<file path="src/rco_pkg.sv">
// Shared types, codes and arithmetic helpers for the residue contact occupancy unit.
`default_nettype none
package rco_pkg;

	localparam int COORD_W = 20;
	localparam int SQ_W    = 2 * COORD_W;
	localparam int IDX_W   = 8;
	localparam int CUT_W   = 30;
	localparam int LCNT_W  = 5;
	localparam int CFG_W   = 30;
	localparam int CIDX_W  = 2;
	localparam int FCNT_W  = 24;
	localparam int ACNT_W  = 32;
	localparam int TCNT_W  = 40;

	localparam logic [1:0] MODE_LOAD  = 2'd0;
	localparam logic [1:0] MODE_ATOM  = 2'd1;
	localparam logic [1:0] MODE_FRAME = 2'd2;
	localparam logic [1:0] MODE_READ  = 2'd3;

	localparam logic [CIDX_W-1:0] CFG_CUTOFF = 2'd0;
	localparam logic [CIDX_W-1:0] CFG_LCOUNT = 2'd1;

	localparam logic [CUT_W-1:0]  CUTOFF_RST = 30'd9437184;
	localparam logic [LCNT_W-1:0] LCOUNT_RST = 5'd12;

	typedef logic signed [COORD_W-1:0] rco_coord_t;

	typedef struct packed {
		rco_coord_t x;
		rco_coord_t y;
		rco_coord_t z;
	} rco_pos_t;

	typedef struct packed {
		rco_pos_t         pos;
		logic [IDX_W-1:0] idx;
	} rco_atom_t;

	// squared per-axis distances from the previous cell, still to be judged
	typedef struct packed {
		logic            pend;
		logic [SQ_W-1:0] sx;
		logic [SQ_W-1:0] sy;
		logic [SQ_W-1:0] sz;
	} rco_sq_t;

	function automatic logic [SQ_W-1:0] rco_square(input rco_coord_t a, input rco_coord_t b);
		logic [COORD_W:0] d;
		logic [COORD_W:0] m;
		logic [SQ_W-1:0]  p;
		d = {a[COORD_W-1], a} - {b[COORD_W-1], b};
		m = d[COORD_W] ? (~d + {{COORD_W{1'b0}}, 1'b1}) : d;
		p = SQ_W'(m[COORD_W-1:0]) * SQ_W'(m[COORD_W-1:0]);
		return p;
	endfunction

	function automatic logic rco_hit(input rco_sq_t sq, input logic [CUT_W-1:0] cutoff);
		logic [SQ_W+1:0] s;
		s = {2'b00, sq.sx} + {2'b00, sq.sy} + {2'b00, sq.sz};
		return sq.pend && (s <= (SQ_W+2)'(cutoff));
	endfunction

endpackage
`default_nettype wire

</file>
<file path="src/rco_cell.sv">
// One cell of the ligand chain: holds a ligand atom, squares its distances to the passing protein atom.
`default_nettype none
module rco_cell import rco_pkg::*; #(
	parameter int HW = 5
) (
	input  wire logic              clk,
	input  wire logic              arst_n,
	input  wire logic              ld_en,
	input  wire rco_pos_t          ld_pos,
	input  wire logic              active,
	input  wire logic [CUT_W-1:0]  cutoff,
	input  wire logic              in_valid,
	input  wire rco_atom_t         in_atom,
	input  wire logic [HW-1:0]     in_hits,
	input  wire rco_sq_t           in_sq,
	output logic                   out_valid,
	output rco_atom_t              out_atom,
	output logic [HW-1:0]          out_hits,
	output rco_sq_t                out_sq
);

	rco_pos_t lig_q;

	always_ff @(posedge clk or negedge arst_n) begin
		if (!arst_n) begin
			out_valid <= 1'b0;
		end else begin
			out_valid <= in_valid;
		end
	end

	// judge the previous cell's distances, square our own for the next cell
	always_ff @(posedge clk) begin
		if (ld_en) begin
			lig_q <= ld_pos;
		end
		out_atom  <= in_atom;
		out_hits  <= in_hits + HW'(rco_hit(in_sq, cutoff));
		out_sq.pend <= active;
		out_sq.sx <= rco_square(lig_q.x, in_atom.pos.x);
		out_sq.sy <= rco_square(lig_q.y, in_atom.pos.y);
		out_sq.sz <= rco_square(lig_q.z, in_atom.pos.z);
	end

endmodule
`default_nettype wire

</file>
<file path="config.mk">
export PLATFORM = sky130hd
export DESIGN_NAME = rco_cell
export DESIGN_NICKNAME = d
export VERILOG_FILES = /design/src/rco_pkg.sv /design/src/rco_cell.sv
export SDC_FILE = /design/constraint.sdc
export NUM_CORES = 2
export LEC_CHECK = 0
export ABC_AREA = 1
export BUFFER_PORTS_ARGS = -buffer_cell sky130_fd_sc_hd__buf_2
export CAP_MARGIN = 20
export CORE_ASPECT_RATIO = 1.25
export CORE_UTILIZATION = 65
export DETAILED_ROUTE_END_ITERATION = 8
export PLACE_DENSITY_LB_ADDON = 0.08
export SLEW_MARGIN = 25
export SYNTH_ARGS = -nofsm -noshare
export SYNTH_HDL_FRONTEND = slang
export SYNTH_SLANG_ARGS = --single-unit
</file>
<file path="constraint.sdc">
create_clock -name clk -period 12.45 [get_ports clk]
set_clock_uncertainty 0.05 [all_clocks]
set_input_delay 1.245 -clock clk [delete_from_list [all_inputs] [get_ports clk]]
set_output_delay 1.245 -clock clk [all_outputs]
set_load 0.03 [all_outputs]
</file>
==> impl_metrics.py <==
metrics = {
    "finish": {
        "regArea_um2": 5650,
        "drive_gt1_share_pct": 10.6,
        "n_fill_cell": 6461,
        "final_common_cell": "inv_1",
        "syn2layout_area_growth_pct": 8.64,
        "layout_common_cells": "inv_1 (1604), nand2_1 (1001), fa_1 (883), nor2_1 (666), ha_1 (577)",
        "multiInputGateArea_um2": 38600,
        "final_cells": 7808,
        "fin_nets": 8483,
    },
    "floorplanning": {
        "initial_core_util_pct": 65.7,
        "dieArea_um2": 79500,
        "die_w_um": 252,
        "fp.coreArea_um2": 77500,
        "io_pins": 484,
        "placementRows": 114,
        "die_h_um": 315,
    },
    "synthesis": {
        "syn_area_um2": 50900,
        "synthAdderAreaFrac_pct": 48.9,
        "yosys.area.top_type": "fa_1",
        "synth-simple-area-share_pct": 17.0,
        "syn_inst": 6284,
        "synth_xor_area_share_pct": 3.62,
        "ys_warn_count": 0,
        "synth_top_family_by_area": "adder cells",
        "ys_types": 66,
        "synth_edf_count": 60,
        "synthMuxAreaShare_pct": 0,
        "synth_compound_gate_area_share_pct": 6.13,
        "synth.top_cell.area_share_pct": 34.7,
        "synthFlopType": "dfxtp_1",
        "synth.area.top_cells": "fa_1 (35%), ha_1 (14%), inv_1 (12%)",
        "synth-seq-cells": 252,
        "synthArstFlopShare_pct": 0.397,
        "avgSynthCellArea_um2": 8.10,
        "seq_area_frac_synth_pct": 11.1,
    },
    "placement": {
        "place_congestion": 1.01,
        "dp_slack_ns": 2.14,
        "dpl.cell_count": 7747,
        "port_buffers": 480,
        "dpl.hpwl_mm": 119,
    },
    "critical_path": {
        "slowest_delay_ns": 0.54,
        "cp.arrival_ns": 10.28,
        "worstSetupPathType": "in -> reg",
        "cp-start-kind": "input pin",
        "crit_top_cell": "nand2_1",
        "crit_required_ns": 12.96,
        "crit_fanout": 22,
        "cp-end-kind": "register",
        "critPathSlowestCell": "fa_1",
    },
    "global_route": {
        "antenna_found_initial": 15,
        "grt_max_degree": 61,
        "grt_pass1_wl_mm": 227,
        "grt_pass1_vias": 45500,
        "gr-total-overflow": 0,
        "grt_usage_pct": 36.5,
    },
    "sta": {
        "setup_viol": 0,
        "tightest_slew_ns": 0.908,
        "slew_violations": 0,
        "post-route-period-util_pct": 78.4,
        "worst_slack_ns": 2.68,
        "relSlewSlack_pct": 39.4,
        "final.setup.tns_ns": 0,
        "holdWs_ns": 0.327,
        "final-hold-violation-count": 0,
        "rsz0062_at_grt": "no",
        "fin_crit_ns": 9.77,
        "max_freq_mhz": 102,
    },
    "clocking": {
        "clock_path_buffers": 3,
        "h-tree-depth": 1,
        "cts_setup_buffers": 0,
        "ctsHoldBuffers": 0,
        "cts_buffers": 29,
        "cts_sinks": 252,
        "clk_pin_slew_ns": 0.06,
        "cts_tree": "done",
        "worstSkewPairLatency_ns": 0.65,
        "cts_resized": 0,
        "root_buffer": "clkbuf_16",
    },
    "run": {
        "drv_cap": 0,
    },
    "routing": {
        "via_count": 42600,
        "drc": 0,
        "routed_via_density": 5.45,
        "drt_iter0_drc": 2851,
        "wl_per_cell_um": 17.8,
        "postRouteAntennaNets": 0,
        "detail_route.first_pass.iterations": 6,
        "wirelength_mm": 139,
    },
    "worst_hold_path": {
        "hold_path.class": "in -> async",
    },
    "run_status": {
        "status": "finished clean",
    },
}
[path summary, 6_finish.rpt]
check,from,to,slack (ns),cells after the start
worst max-delay path,in_atom[48],out_sq[118],2.68,41
worst min-delay path,arst_n,out_valid,0.33,1
worst max register to register,lig_q[40],out_sq[118],3.06,41
worst min register to register,lig_q[38],out_sq[79],1.05,7
max in group asynchronous,arst_n,out_valid,11.94,1
min in group clk,in_atom[0],out_atom[0],0.65,1
[cell families (layout without fill, tap and decap cells)]
family / count (synthesis) / after routing
XOR/XNOR: 192 / 192
AND/OR/NAND/NOR: 2079 / 2079
buffers and inverters: 1743 / 2214
AO/OA/AOI/OAI: 557 / 557
other: 1 / 10
flip-flops: 252 / 252
adder cells (fa/ha/maj): 1460 / 1460
[critical path, delay by kind of cell]
family                   cells  cell delay (ns)
adder cells (fa/ha/maj)     10             4.51
XOR/XNOR                     1             0.16
AO/OA/AOI/OAI                3             0.86
AND/OR/NAND/NOR             18             2.23
buffers and inverters        9             1.23
[metal layers]
metal  track usage (%)  vias to the layer above  routed length (µm)
met3              5.96                      431               10700
met2              63.6                     1693               68500
met4              16.8                       14                7080
li1                  -                    19800                   -
met1              44.3                    20600               53000
met5                 0                        -                  94
[sequential cells by signal, summed over array words and instances (netlist names)]
signal,flops
out_valid,1
out_atom,68
lig_q,60
out_sq,118
out_hits,5
[area by class of cell]
| class | count | area share [%] |
|---|---|---|
| clock buffers | 36 | 1.47 |
| well taps | 1044 | 2.36 |
| repair buffers | 497 | 4.58 |
| clock inverters | 18 | 0.330 |
| flip-flops and latches | 252 | 10.2 |
| multi-input cells | 4291 | 69.7 |
| inverters | 1663 | 11.3 |
| diodes | 7 | 0.0317 |
[stage by stage]
step           area, µm²  util (%)
6_report           55300      71.4
3_3_place_gp       54300      70.1
2_1_floorplan      50900         -
5_1_grt            55300      71.4
3_5_place_dp       54300      70.1
4_1_cts            55300      71.4
[synthesized netlist by cell type, drive strengths merged (16+ instances only)]
cell type and instances:
ha 577, a31oi 28, dfxtp 191, o21ai 154, nand3b 23, edfxtp 60, o21a 16, xor2 136
xnor2 56, inv 1659, nor3 43, nand2 1039, fa 883, a21oi 291, o21bai 16, buf 67
nand3 189, nor2 691, nand4 64
Power is not shown: default switching activity piles up to over one toggle a cycle in this logic, so the estimate is an artifact.
